==> src/design/vtsp_pkg.sv <==
// Shared types and constants for the versioned token stream parser.
// No dependencies; imported by every module of the block.
`default_nettype none

package vtsp_pkg;

  // Largest token payload the parser accepts, in bytes
  localparam int MaxPayloadBytes = 16;

  // Fixed field widths
  localparam int ByteW   = 8;
  localparam int LenW    = 16;
  localparam int PosW    = 4;
  localparam int CfgIdxW = 3;

  // Payload lengths of the address tokens
  localparam logic [5:0] LenIpv4 = 6'd4;
  localparam logic [5:0] LenIpv6 = 6'd16;

  // Address kinds, also the bits of the seen mask
  localparam logic KindIpv4 = 1'b0;
  localparam logic KindIpv6 = 1'b1;

  // Configuration register indexes
  typedef enum logic [CfgIdxW-1:0] {
    CfgSupMajor = 3'd0,
    CfgSupMinor = 3'd1,
    CfgCodeIpv4 = 3'd2,
    CfgCodeIpv6 = 3'd3,
    CfgCodeProxy = 3'd4
  } cfg_idx_e;

  // Result status codes
  typedef enum logic [2:0] {
    StBusy     = 3'd0,
    StOk       = 3'd1,
    StVersion  = 3'd2,
    StLength   = 3'd3,
    StConflict = 3'd4,
    StIgnored  = 3'd5
  } status_e;

  // Configuration as seen by the parser
  typedef struct packed {
    logic [ByteW-1:0] sup_major;
    logic [ByteW-1:0] sup_minor;
    logic [ByteW-1:0] code_ipv4;
    logic [ByteW-1:0] code_ipv6;
    logic [ByteW-1:0] code_proxy;
  } cfg_t;

  // One result item
  typedef struct packed {
    status_e          status;
    logic             payload_valid;
    logic             payload_kind;
    logic [PosW-1:0]  payload_index;
    logic [ByteW-1:0] payload_byte;
    logic             payload_last;
    logic             proxy_seen;
  } result_t;

endpackage

`default_nettype wire

==> src/design/vtsp_cfg_regs.sv <==
// Configuration register file of the token stream parser.
// Depends on vtsp_pkg for the register indexes and the cfg_t struct.
`default_nettype none

module vtsp_cfg_regs (
  input  logic                          clk_i,
  input  logic                          rst_ni,
  input  logic                          wr_en_i,
  input  logic [vtsp_pkg::CfgIdxW-1:0]  wr_index_i,
  input  logic [vtsp_pkg::ByteW-1:0]    wr_data_i,
  output vtsp_pkg::cfg_t                cfg_o
);
  import vtsp_pkg::*;

  cfg_t cfg_q, cfg_d;

  // Decode the write index; unknown indexes drop the transfer
  always_comb begin
    cfg_d = cfg_q;
    if (wr_en_i) begin
      unique case (cfg_idx_e'(wr_index_i))
        CfgSupMajor:  cfg_d.sup_major  = wr_data_i;
        CfgSupMinor:  cfg_d.sup_minor  = wr_data_i;
        CfgCodeIpv4:  cfg_d.code_ipv4  = wr_data_i;
        CfgCodeIpv6:  cfg_d.code_ipv6  = wr_data_i;
        CfgCodeProxy: cfg_d.code_proxy = wr_data_i;
        default:      cfg_d = cfg_q;
      endcase
    end
  end

  always_ff @(posedge clk_i or negedge rst_ni) begin
    if (!rst_ni) begin
      cfg_q.sup_major  <= 8'd1;
      cfg_q.sup_minor  <= 8'd0;
      cfg_q.code_ipv4  <= 8'd1;
      cfg_q.code_ipv6  <= 8'd2;
      cfg_q.code_proxy <= 8'd3;
    end else begin
      cfg_q <= cfg_d;
    end
  end

  assign cfg_o = cfg_q;

endmodule

`default_nettype wire

==> src/design/vtsp_parser.sv <==
// Parser state and per-byte decision logic of the token stream parser.
// Depends on vtsp_pkg; the result is combinational and registered by the caller.
`default_nettype none

module vtsp_parser #(
  parameter int MAX_PAYLOAD_BYTES = vtsp_pkg::MaxPayloadBytes
) (
  input  logic                        clk_i,
  input  logic                        rst_ni,
  input  logic                        en_i,
  input  logic [vtsp_pkg::ByteW-1:0]  byte_i,
  input  logic                        start_i,
  input  vtsp_pkg::cfg_t              cfg_i,
  output vtsp_pkg::result_t           res_o
);
  import vtsp_pkg::*;

  localparam int         PlW    = $clog2(MAX_PAYLOAD_BYTES + 1);
  localparam logic [5:0] MaxLen = 6'(MAX_PAYLOAD_BYTES);

  typedef enum logic [2:0] {
    PhIdle, PhHeader, PhType, PhPayload, PhDone
  } phase_e;

  phase_e           phase_q, phase_d;
  logic [1:0]       hcnt_q, hcnt_d;
  logic [ByteW-1:0] major_q, major_d;
  logic [ByteW-1:0] minor_q, minor_d;
  logic [LenW-1:0]  left_q, left_d;
  logic [PlW-1:0]   pleft_q, pleft_d;
  logic [PosW-1:0]  pos_q, pos_d;
  logic             kind_q, kind_d;
  logic [1:0]       seen_q, seen_d;

  logic            is4, is6, isp;
  logic [5:0]      len;
  logic [LenW-1:0] left_dec;
  logic [1:0]      seen_new;
  result_t         res;

  // Classify the type byte; IPv4 beats IPv6 beats proxy on equal codes
  assign is4 = (byte_i == cfg_i.code_ipv4);
  assign is6 = !is4 && (byte_i == cfg_i.code_ipv6);
  assign isp = !is4 && !is6 && (byte_i == cfg_i.code_proxy);

  assign len = (major_q != cfg_i.sup_major) ? 6'd0 :
               is4 ? LenIpv4 : (is6 ? LenIpv6 : 6'd0);
  assign left_dec = left_q - LenW'(1);
  assign seen_new = seen_q | {is6, is4};

  // Next state and result for one byte
  always_comb begin
    phase_d = phase_q;
    hcnt_d  = hcnt_q;
    major_d = major_q;
    minor_d = minor_q;
    left_d  = left_q;
    pleft_d = pleft_q;
    pos_d   = pos_q;
    kind_d  = kind_q;
    seen_d  = seen_q;
    res     = '0;
    res.status = StBusy;

    if (start_i) begin
      // Restart the stream; the byte is the major version
      hcnt_d  = 2'd0;
      minor_d = '0;
      left_d  = '0;
      pleft_d = '0;
      pos_d   = '0;
      kind_d  = 1'b0;
      seen_d  = '0;
      major_d = byte_i;
      if (byte_i > cfg_i.sup_major) begin
        phase_d    = PhDone;
        res.status = StVersion;
      end else begin
        phase_d = PhHeader;
        hcnt_d  = 2'd1;
      end
    end else begin
      unique case (phase_q)
        PhHeader: begin
          if (hcnt_q == 2'd1) begin
            minor_d = byte_i;
            hcnt_d  = 2'd2;
          end else if (hcnt_q == 2'd2) begin
            left_d = {8'd0, byte_i};
            hcnt_d = 2'd3;
          end else begin
            left_d = {byte_i, left_q[7:0]};
            hcnt_d = 2'd0;
            if ({byte_i, left_q[7:0]} == '0) begin
              phase_d    = PhDone;
              res.status = StOk;
            end else begin
              phase_d = PhType;
            end
          end
        end
        PhType: begin
          left_d = left_dec;
          if (len == 6'd0 && minor_q > cfg_i.sup_minor) begin
            // Unknown token from a newer minor ends the stream cleanly
            phase_d    = PhDone;
            res.status = StOk;
          end else if ({10'd0, len} > left_dec || len > MaxLen) begin
            phase_d    = PhDone;
            res.status = StLength;
          end else begin
            seen_d = seen_new;
            if (seen_new == 2'b11) begin
              phase_d    = PhDone;
              res.status = StConflict;
            end else begin
              res.proxy_seen = isp;
              if (len != 6'd0) begin
                pleft_d = PlW'(len);
                pos_d   = '0;
                kind_d  = is6 ? KindIpv6 : KindIpv4;
                phase_d = PhPayload;
              end else if (left_dec == '0) begin
                phase_d    = PhDone;
                res.status = StOk;
              end
            end
          end
        end
        PhPayload: begin
          res.payload_valid = 1'b1;
          res.payload_kind  = kind_q;
          res.payload_index = pos_q;
          res.payload_byte  = byte_i;
          res.payload_last  = (pleft_q == PlW'(1));
          left_d  = left_dec;
          pleft_d = pleft_q - PlW'(1);
          pos_d   = pos_q + PosW'(1);
          if (pleft_q == PlW'(1)) begin
            if (left_dec == '0) begin
              phase_d    = PhDone;
              res.status = StOk;
            end else begin
              phase_d = PhType;
            end
          end
        end
        default: res.status = StIgnored;
      endcase
    end
  end

  // Hold parser state; advance only when a byte is consumed
  always_ff @(posedge clk_i or negedge rst_ni) begin
    if (!rst_ni) begin
      phase_q <= PhIdle;
      hcnt_q  <= '0;
      major_q <= '0;
      minor_q <= '0;
      left_q  <= '0;
      pleft_q <= '0;
      pos_q   <= '0;
      kind_q  <= 1'b0;
      seen_q  <= '0;
    end else if (en_i) begin
      phase_q <= phase_d;
      hcnt_q  <= hcnt_d;
      major_q <= major_d;
      minor_q <= minor_d;
      left_q  <= left_d;
      pleft_q <= pleft_d;
      pos_q   <= pos_d;
      kind_q  <= kind_d;
      seen_q  <= seen_d;
    end
  end

  assign res_o = res;

`ifndef SYNTHESIS
  // A payload phase always has bytes pending
  a_pleft_nonzero: assert property (@(posedge clk_i) disable iff (!rst_ni)
    phase_q == PhPayload |-> pleft_q != '0)
    else $error("payload phase with no payload bytes left");

  // Both address kinds are never recorded in an active stream
  a_no_dual_seen: assert property (@(posedge clk_i) disable iff (!rst_ni)
    (phase_q == PhType || phase_q == PhPayload) |-> seen_q != 2'b11)
    else $error("both address kinds seen in an active stream");

  // Header counter stays nonzero while reading the header
  a_hcnt_header: assert property (@(posedge clk_i) disable iff (!rst_ni)
    phase_q == PhHeader |-> hcnt_q != 2'd0)
    else $error("header phase with header counter at zero");
`endif

endmodule

`default_nettype wire

==> src/design/versioned_token_stream_parser.sv <==
// Top level of the versioned token stream parser: input register, parser, result register.
// Depends on vtsp_pkg, vtsp_cfg_regs and vtsp_parser.
`default_nettype none

// Parses a trailer token stream one byte per transfer: a four-byte header (major, minor,
// 16-bit little-endian length) then typed tokens whose IPv4/IPv6 address bytes come out
// tagged with kind and position. Every input byte yields exactly one result. Throughput is
// one byte per cycle unless m_axis_tready stalls it; the input register and the result
// register hold each byte in turn, with the parser state update between them as the only
// loop. tuser is stream_start; it restarts the parser in any phase. Configuration writes
// are taken every cycle and must only be issued while no byte is in flight.

module versioned_token_stream_parser #(
  parameter int MAX_PAYLOAD_BYTES = vtsp_pkg::MaxPayloadBytes
) (
  input  logic                          clk_i,
  input  logic                          rst_ni,
  // Configuration write channel
  input  logic                          cfg_valid_i,
  output logic                          cfg_ready_o,
  input  logic [vtsp_pkg::CfgIdxW-1:0]  cfg_index_i,
  input  logic [vtsp_pkg::ByteW-1:0]    cfg_data_i,
  // Input stream
  input  logic                          s_axis_tvalid,
  output logic                          s_axis_tready,
  input  logic [7:0]                    s_axis_tdata,  // [7:0] data_byte
  input  logic                          s_axis_tuser,  // [0] stream_start
  // Result stream
  output logic                          m_axis_tvalid,
  input  logic                          m_axis_tready,
  // [2:0] status, [6:3] payload_index, [14:7] payload_byte, [15] proxy_seen
  output logic [15:0]                   m_axis_tdata,
  output logic [1:0]                    m_axis_tuser,  // [0] payload_valid, [1] payload_kind
  output logic                          m_axis_tlast   // payload_last
);
  import vtsp_pkg::*;

  cfg_t    cfg;
  result_t res, res_q;

  logic             in_valid_q, in_valid_d;
  logic [ByteW-1:0] in_byte_q;
  logic             in_start_q;
  logic             out_valid_q, out_valid_d;
  logic             advance, s_xfer;

  assign cfg_ready_o = 1'b1;

  vtsp_cfg_regs u_cfg (
    .clk_i      (clk_i),
    .rst_ni     (rst_ni),
    .wr_en_i    (cfg_valid_i),
    .wr_index_i (cfg_index_i),
    .wr_data_i  (cfg_data_i),
    .cfg_o      (cfg)
  );

  // Move the held byte into the result register when that slot frees up
  assign advance       = in_valid_q && (!out_valid_q || m_axis_tready);
  assign s_axis_tready = !in_valid_q || advance;
  assign s_xfer        = s_axis_tvalid && s_axis_tready;

  vtsp_parser #(
    .MAX_PAYLOAD_BYTES (MAX_PAYLOAD_BYTES)
  ) u_parser (
    .clk_i   (clk_i),
    .rst_ni  (rst_ni),
    .en_i    (advance),
    .byte_i  (in_byte_q),
    .start_i (in_start_q),
    .cfg_i   (cfg),
    .res_o   (res)
  );

  assign in_valid_d  = s_axis_tready ? s_axis_tvalid : in_valid_q;
  assign out_valid_d = advance ? 1'b1 : (out_valid_q && !m_axis_tready);

  // Valid flags
  always_ff @(posedge clk_i or negedge rst_ni) begin
    if (!rst_ni) begin
      in_valid_q  <= 1'b0;
      out_valid_q <= 1'b0;
    end else begin
      in_valid_q  <= in_valid_d;
      out_valid_q <= out_valid_d;
    end
  end

  // Payload registers: load on transfer, hold otherwise
  always_ff @(posedge clk_i) begin
    if (s_xfer) begin
      in_byte_q  <= s_axis_tdata;
      in_start_q <= s_axis_tuser;
    end
    if (advance) begin
      res_q <= res;
    end
  end

  assign m_axis_tvalid = out_valid_q;
  assign m_axis_tdata  = {res_q.proxy_seen, res_q.payload_byte, res_q.payload_index,
                          res_q.status};
  assign m_axis_tuser  = {res_q.payload_kind, res_q.payload_valid};
  assign m_axis_tlast  = res_q.payload_last;

`ifndef SYNTHESIS
  // A held byte that cannot advance stays held
  a_in_hold: assert property (@(posedge clk_i) disable iff (!rst_ni)
    in_valid_q && !advance |=> in_valid_q)
    else $error("input byte lost while stalled");

  // Address bytes only come with a busy or done status
  a_payload_status: assert property (@(posedge clk_i) disable iff (!rst_ni)
    out_valid_q && res_q.payload_valid |-> res_q.status == StBusy || res_q.status == StOk)
    else $error("address byte with an error status");

  // Proxy flag and address byte never share a result
  a_proxy_excl: assert property (@(posedge clk_i) disable iff (!rst_ni)
    out_valid_q |-> !(res_q.proxy_seen && res_q.payload_valid))
    else $error("proxy flag on an address byte");

  // Address fields are zero when no address byte is carried
  a_payload_zero: assert property (@(posedge clk_i) disable iff (!rst_ni)
    out_valid_q && !res_q.payload_valid |->
      res_q.payload_byte == '0 && res_q.payload_index == '0 && !res_q.payload_last &&
      !res_q.payload_kind)
    else $error("address fields set without an address byte");
`endif

endmodule

`default_nettype wire
==> config.mk <==
export PLATFORM = sky130hd
export DESIGN_NAME = versioned_token_stream_parser
export DESIGN_NICKNAME = d
export VERILOG_FILES = /design/src/design/vtsp_pkg.sv /design/src/design/vtsp_cfg_regs.sv /design/src/design/vtsp_parser.sv /design/src/design/versioned_token_stream_parser.sv
export SDC_FILE = /design/constraint.sdc
export NUM_CORES = 1
export LEC_CHECK = 0
export BUFFER_PORTS_ARGS = -buffer_cell sky130_fd_sc_hd__buf_2
export CAP_MARGIN = 20
export CORE_AREA = 10 10 93 157
export DETAILED_ROUTE_END_ITERATION = 8
export DIE_AREA = 0 0 103 167
export GPL_ROUTABILITY_DRIVEN = 0
export HOLD_SLACK_MARGIN = 0.06
export PLACE_DENSITY = 0.82
export SETUP_SLACK_MARGIN = 0.15
export SYNTH_ARGS = -nofsm -noshare
export SYNTH_HDL_FRONTEND = slang
export SYNTH_SLANG_ARGS = --single-unit
==> constraint.sdc <==
create_clock -name clk_i -period 3.7 [get_ports clk_i]
set_input_delay 0.555 -clock clk_i [delete_from_list [all_inputs] [get_ports clk_i]]
set_output_delay 0.555 -clock clk_i [all_outputs]
set_load 0.005 [all_outputs]
After elaboration in Yosys (flattened, before gate mapping)
Cells that the tools add are included.
W data, S select, Z words.
{"block": "word_totals", "register_bits": 119, "latchBits": 0, "ram_bits": 0, "romBits": 0, "input_bits": 25, "out_inout_bits": 22, "elab_cells": 172, "n_memories": 0}
{"block": "op_classes", "add_sub_neg": 3, "mul": 0, "div": 0, "magnitude_cmp": 4, "eq_ne": 27, "shifts": 0, "n_mux": 65, "n_bitwise": 3, "n_reduce_logical": 44}
{"op": "$mux W3", "n": 18}
{"op": "$mux W16", "n": 3}
{"op": "$logic_not A16 Y1", "n": 2}
{"op": "$pmux W16 S2", "n": 1}
{"op": "$mux W5", "n": 6}
{"op": "$eq A8 B8 Y1", "n": 3}
{"op": "$mux W8", "n": 3}
{"op": "$mux W4", "n": 5}
{"op": "$mux W2", "n": 9}
{"op": "$pmux W3 S3", "n": 2}
{"op": "$reduce_and A6 Y1", "n": 3}
{"op": "$gt A6 B16 Y1", "n": 1}
{"op": "$gt A8 B8 Y1", "n": 2}
{"op": "$sub A16 B1 Y16 const B", "n": 1}
{"op": "$mux W15", "n": 1}
{"op": "$ne A3 B3 Y1 const B", "n": 5}
{"op": "$reduce_and A2 Y1", "n": 7}
{"op": "$mux W1", "n": 13}
{"op": "$eq A3 B2 Y1 const B", "n": 4}
{"op": "$mux W6", "n": 2}
{"op": "$pmux W5 S2", "n": 1}
{"op": "$ne A3 B2 Y1 const B", "n": 3}
{"op": "$ne A8 B8 Y1", "n": 1}
{"op": "$pmux W4 S2", "n": 1}
{"op": "25 further kinds", "n": 49}

Longest topological paths before layout
{"block": "logic_depth", "word_depth": 13, "mapped_depth": 14, "depth_no_buf": 13}

Hierarchy
Synthesis repeated with hierarchy kept, for this count alone.
{"block": "unflattened", "cells_unflattened": 632, "area_unflattened_um2": 6776.5}
{"mod": "vtsp_parser", "n_inst": 1, "cells_each": 506, "area_each_um2": 4285.4, "seq_area_each_um2": 1226.2}
{"mod": "vtsp_cfg_regs", "n_inst": 1, "cells_each": 88, "area_each_um2": 1535.2, "seq_area_each_um2": 1007.2}
{"mod": "versioned_token_stream_parser", "n_inst": 1, "cells_each": 38, "area_each_um2": 955.9, "seq_area_each_um2": 890.9}

Worst setup path after synthesis
No wires, ideal clock.
{"block": "synth_timing", "kind": "reg-to-reg", "from": "reg u_parser.left_q[1]", "to": "reg u_parser.phase_q[0]", "setup_time_ns": 0.125, "arrival_time_ns": 3.207, "t_required_ns": 3.575, "slack_ns": 0.368, "stages_incl_launch_ff": 12, "path_buffers": 0, "period_less_slack_ns": 3.332, "path_cell_list": "dfrtp_1 inv_1 ha_1 or4b_1 and2_1 ha_1 a41o_1 o21ai_0 mux2i_1 o32ai_4 o41a_1 mux2_4"}
{"block": "synth_between", "elab_chain_cells": 7, "elab_cells_between_ends": 10, "classes_between": "1 x add/sub; 1 x order compare; 1 x eq/ne; 4 x mux; 3 x reduce/logical"}
{"item": "start: declaration", "line": "vtsp_parser.sv:29", "text": "logic [LenW-1:0] left_q, left_d;"}
{"item": "start signal: assignment", "line": "vtsp_parser.sv:170", "text": "left_q <= left_d;"}
{"item": "$sub A16 B1 Y16 (*)", "line": "vtsp_parser.sv:48", "text": "assign left_dec = left_q - LenW'(1);"}
{"item": "$gt A6 B16 Y1", "line": "vtsp_parser.sv:108", "text": "end else if ({10'd0, len} > left_dec || len > MaxLen) begin"}
{"item": "$logic_or A1 B1 Y1", "line": "vtsp_parser.sv:108"}
{"item": "$mux W3", "line": "vtsp_parser.sv:108"}
{"item": "$mux W3", "line": "vtsp_parser.sv:104", "text": "if (len == 6'd0 && minor_q > cfg_i.sup_minor) begin"}
{"item": "$pmux W3 S3", "line": "vtsp_parser.sv:83", "text": "unique case (phase_q)"}
{"item": "$mux W3", "line": "vtsp_parser.sv:65", "text": "if (start_i) begin"}
{"item": "end signal: assignment", "line": "vtsp_parser.sv:156", "text": "phase_q <= PhIdle;"}
{"item": "end signal: assignment", "line": "vtsp_parser.sv:166", "text": "phase_q <= phase_d;"}
{"item": "end: declaration", "line": "vtsp_parser.sv:25", "text": "phase_e phase_q, phase_d;"}
Mark *: on every way between the ends. The rest lies on a longest branch, timed or not.
A chain may end at the register's enable or synchronous reset.

Final worst setup path
{"block": "layout_timing", "from": "reg in_byte_q[2]", "to": "reg u_parser.phase_q[2]"}
{"block": "layout_between", "elab_chain_cells": 13, "elab_cells_between_ends": 29, "classes_between": "3 x order compare; 4 x eq/ne; 13 x mux; 1 x bitwise; 8 x reduce/logical"}
{"item": "start: declaration", "line": "versioned_token_stream_parser.sv:42", "text": "logic [ByteW-1:0] in_byte_q;"}
{"item": "start signal: assignment", "line": "versioned_token_stream_parser.sv:92", "text": "in_byte_q <= s_axis_tdata;"}
{"item": "parallel branches: the longest is 13 deep, another holds $gt A6 B16 Y1"}
Parallel ways; which one is timed is not known. The select of a mux whose other input is x is not followed.

==> results.sh <==
export IMPL_outcome="finished clean"
export IMPL_via_count=5529
export IMPL_syn_nets=689
export IMPL_cp_depth=12
export IMPL_crit_chain="xor2_1 -> nor4_2 -> o211ai_1 -> nor2_2 -> ha_1 -> a41o_1 -> o21ai_0 -> mux2i_2 -> buf_4 -> o311ai_4 -> a21oi_1 -> o32ai_1"
export IMPL_drt_iter0_markers=601
export IMPL_hold_violations=0
export IMPL_clock_latency_ns=0.42
export IMPL_clkSinkCount=119
export IMPL_synth_top_area_cell="dfrtp_1"
export IMPL_grt_pass1_vias=5665
export IMPL_synth_most_common_cell="dfrtp_1"
export IMPL_rsz0062_at_grt="no"
export IMPL_leakagePower_nw=3.275
export IMPL_slowest_stage="edfxtp_1"
export IMPL_synth_avg_cell_area_sq_um=10.08
export IMPL_multi_input_area_sq_um=3124
export IMPL_ys_ff_latch=119
export IMPL_numPortBuffers=45
export IMPL_seqCellArea_sq_um=3124
export IMPL_route_detailed_drc=0
export IMPL_synthArstFlopShare_pct=76.47
export IMPL_avgViaCountPerCell=6.520
export IMPL_drive_gt1_share_pct=21.80
export IMPL_yosysWarnings=0
export IMPL_synthToLayoutAreaGrowth_pct=16.56
export IMPL_netlist_top_cells_area="dfrtp_1, edfxtp_1, mux2_2, o21ai_0, ha_1"
export IMPL_cap_violations=0
export IMPL_ys_types=64
export IMPL_drv_slew=0
export IMPL_root_buffer="clkbuf_16"
export IMPL_required_ns=4.01
export IMPL_dp_cells=812
export IMPL_numCtsBuffers=17
export IMPL_nets=747
export IMPL_design_portCount=47
export IMPL_crit_path_start_kind="register"
export IMPL_nFillCells=889
export IMPL_hold_buffers=0
export IMPL_post_drt_wl_per_cell_um=21.82
export IMPL_critPathArrivalTime_ns=3.70
export IMPL_die_width_um=103
export IMPL_setup_tns_final_ns=0
export IMPL_place_hpwl_um=13020
export IMPL_grtUsageMet3_pct=4.847
export IMPL_max_freq_mhz=295.3
export IMPL_setup_viol=0
export IMPL_clockBufferDepth=2
export IMPL_slew_limit_headroom_pct=39.60
export IMPL_firstDrtPassIters=5
export IMPL_irDropWorstVdd_uv=566.1
export IMPL_hold_path_class="input port to asynchronous set/reset pin"
export IMPL_cp_max_fo=6
export IMPL_drtAntennaViolNets=0
export IMPL_core_area_sq_um=11940
export IMPL_grt_overflow_total=0
export IMPL_end_kind="register"
export IMPL_synth_commonest_cells="dfrtp_1, o21ai_0, nand2_1, nor2_1, mux2_2"
export IMPL_synth_seq_area_share_pct=48.43
export IMPL_wirelength_um=18510
export IMPL_htreeDepth=4
export IMPL_synth_top_cell_area_share_pct=33.36
export IMPL_die_h_um=167
export IMPL_row_count=53
export IMPL_antenna_found_initial=0
export IMPL_top_usage_layer="met2"
export IMPL_reg2reg_depth=12
export IMPL_period_needed_ns=3.386
export IMPL_cts_tree="yes"
export IMPL_period_share_pct=91.53
export IMPL_slowest_delay_ns=0.52
export IMPL_synth_ff_type="dfrtp_1"
export IMPL_tightest_slew_ns=0.9060
export IMPL_grt_max_degree=72
export IMPL_syn_area_sq_um=6451
export IMPL_crit_family="compound AO/OA/AOI/OAI gates"
export IMPL_synth_edf_count=28
export IMPL_grt_met1_usage_pct=22.56
export IMPL_diodes=0
export IMPL_syn_instance_count=640
export IMPL_worst_setup_path_type="register to register"
export IMPL_critical_path_buf_inv_count=1
export IMPL_start_util_pct=54.05
export IMPL_p_per_area_nw_per_um2=796.4
export IMPL_track_usage_pct=21.82
export IMPL_met2_usage_pct=37.16
export IMPL_grt_pass1_wl_um=29490
export IMPL_final_cells=848
export IMPL_clk_pin_slew_worst_paths_ns=0.06
export IMPL_die_area_sq_um=17200
export IMPL_fin_skew_ns=0.007967
-- worst register-to-register path, stage by stage (launching register included) --
cell      delay [ns]
edfxtp_1        0.52
xor2_1          0.23
nor4_2          0.34
o211ai_1        0.21
nor2_2          0.21
ha_1            0.27
a41o_1          0.22
o21ai_0         0.10
mux2i_2         0.16
buf_4           0.17
o311ai_4        0.37
a21oi_1         0.16
o32ai_1         0.32
-- cells in the final DEF (no fill, tap or decap), types with 3 or more instances in the layout --
cell	Yosys	layout
or2_2	4	4
o32ai_1	5	5
or3_1	5	5
clkinvlp_4	0	4
nand4_1	11	11
mux2_2	33	33
clkinv_4	0	3
nand2b_1	6	6
o21a_1	5	5
o21ai_0	62	62
a22oi_1	10	10
xor2_1	25	25
nor3_1	14	14
and3_1	17	17
and2_1	7	7
o31ai_1	6	6
buf_2	1	45
inv_1	31	31
dfrtp_1	86	86
a21o_1	4	4
mux2i_1	5	4
a21oi_1	22	22
clkbuf_16	0	17
buf_4	1	25
nor4_1	17	15
xnor2_1	9	8
nand2_1	55	55
edfxtp_1	28	28
nor2_1	45	44
nor2b_1	5	5
clkbuf_1	28	3
o211ai_1	3	3
ha_1	24	23
dfstp_2	5	5
a31oi_1	12	12
nand3_1	10	10
-- where the power goes --
group	switching, mW	internal (mW)	leakage, nW	total [mW]
clock	0.604	0.986	0.264	1.59
combinational	1.46	0.964	1.59	2.42
sequential	0.312	1.67	1.42	1.98
total	2.37	3.61	3.27	5.99
-- cell families after synthesis --
logic type / synth area share, %
buf+inv: 3.743
other cells: 0.05813
fa+ha+maj: 4.655
simple gates: 16.83
mux: 7.002
xor+xnor: 4.616
compound gates: 14.66
flops: 48.43
-- layout make-up --
type / instances / share of cell area [%]
clock buffers: 20 / 5.807
clock inverters: 12 / 1.730
inverters: 32 / 1.597
multi-input cells: 458 / 41.55
flip-flops and latches: 119 / 41.55
well taps: 137 / 2.280
repair buffers: 70 / 5.491
-- worst paths after layout --
path | from | slack (ns) | end
max | in_byte_q[2] | 0.31 | u_parser.phase_q[2]
min | rst_ni | 0.27 | u_parser.major_q[4]
max reg2reg | in_byte_q[2] | 0.31 | u_parser.phase_q[2]
min reg2reg | u_parser.pos_q[2] | 0.49 | u_parser.pos_q[2]
max in group asynchronous | rst_ni | 2.57 | u_parser.hcnt_q[1]
min in group clk_i | s_axis_tdata[0] | 0.31 | in_byte_q[0]
-- through the flow --
step | instance area [sq um] | worst slack, ns | hold WS [ns] | utilization (%) | power (mW)
floorplan | 6451 | 0.3677 | 0.2594 | - | 3.609
global placement | 6887 | 0.3191 | 0.4728 | 57.69 | 4.130
detailed placement | 6887 | 0.2296 | 0.4817 | 57.69 | 4.245
CTS | 7453 | 0.1502 | 0.3040 | 62.44 | 5.863
global route | 7520 | 0.1508 | 0.3131 | 63.00 | 6.298
finish | 7520 | 0.3135 | 0.2669 | 63.00 | 5.989
-- layer usage --
metal / vias to the layer above / share of wire, %
li1: 2453 / -
met1: 2679 / 34
met3: 98 / 6.5
met5: - / 0
met2: 299 / 52
met4: 0 / 7.2
-- what timing repair did --
item,in CTS,in global routing
setup buffers,0,3
setup endpoints to repair,0,12
gates resized for setup,0,7
-- flip-flops by register name, indices dropped and copies added, names as in the netlist --
name and flops:
u_cfg.cfg_o 40, m_axis_tdata 16, u_parser.left_q 16, in_byte_q 8, u_parser.major_q 8, u_parser.minor_q 8, u_parser.pleft_q 5, u_parser.pos_q 4
u_parser.phase_q 3, m_axis_tuser 2, u_parser.hcnt_q 2, u_parser.seen_q 2, in_start_q 1, in_valid_q 1, m_axis_tlast 1, m_axis_tvalid 1
u_parser.kind_q 1
(Power assumes the default switching activity.)
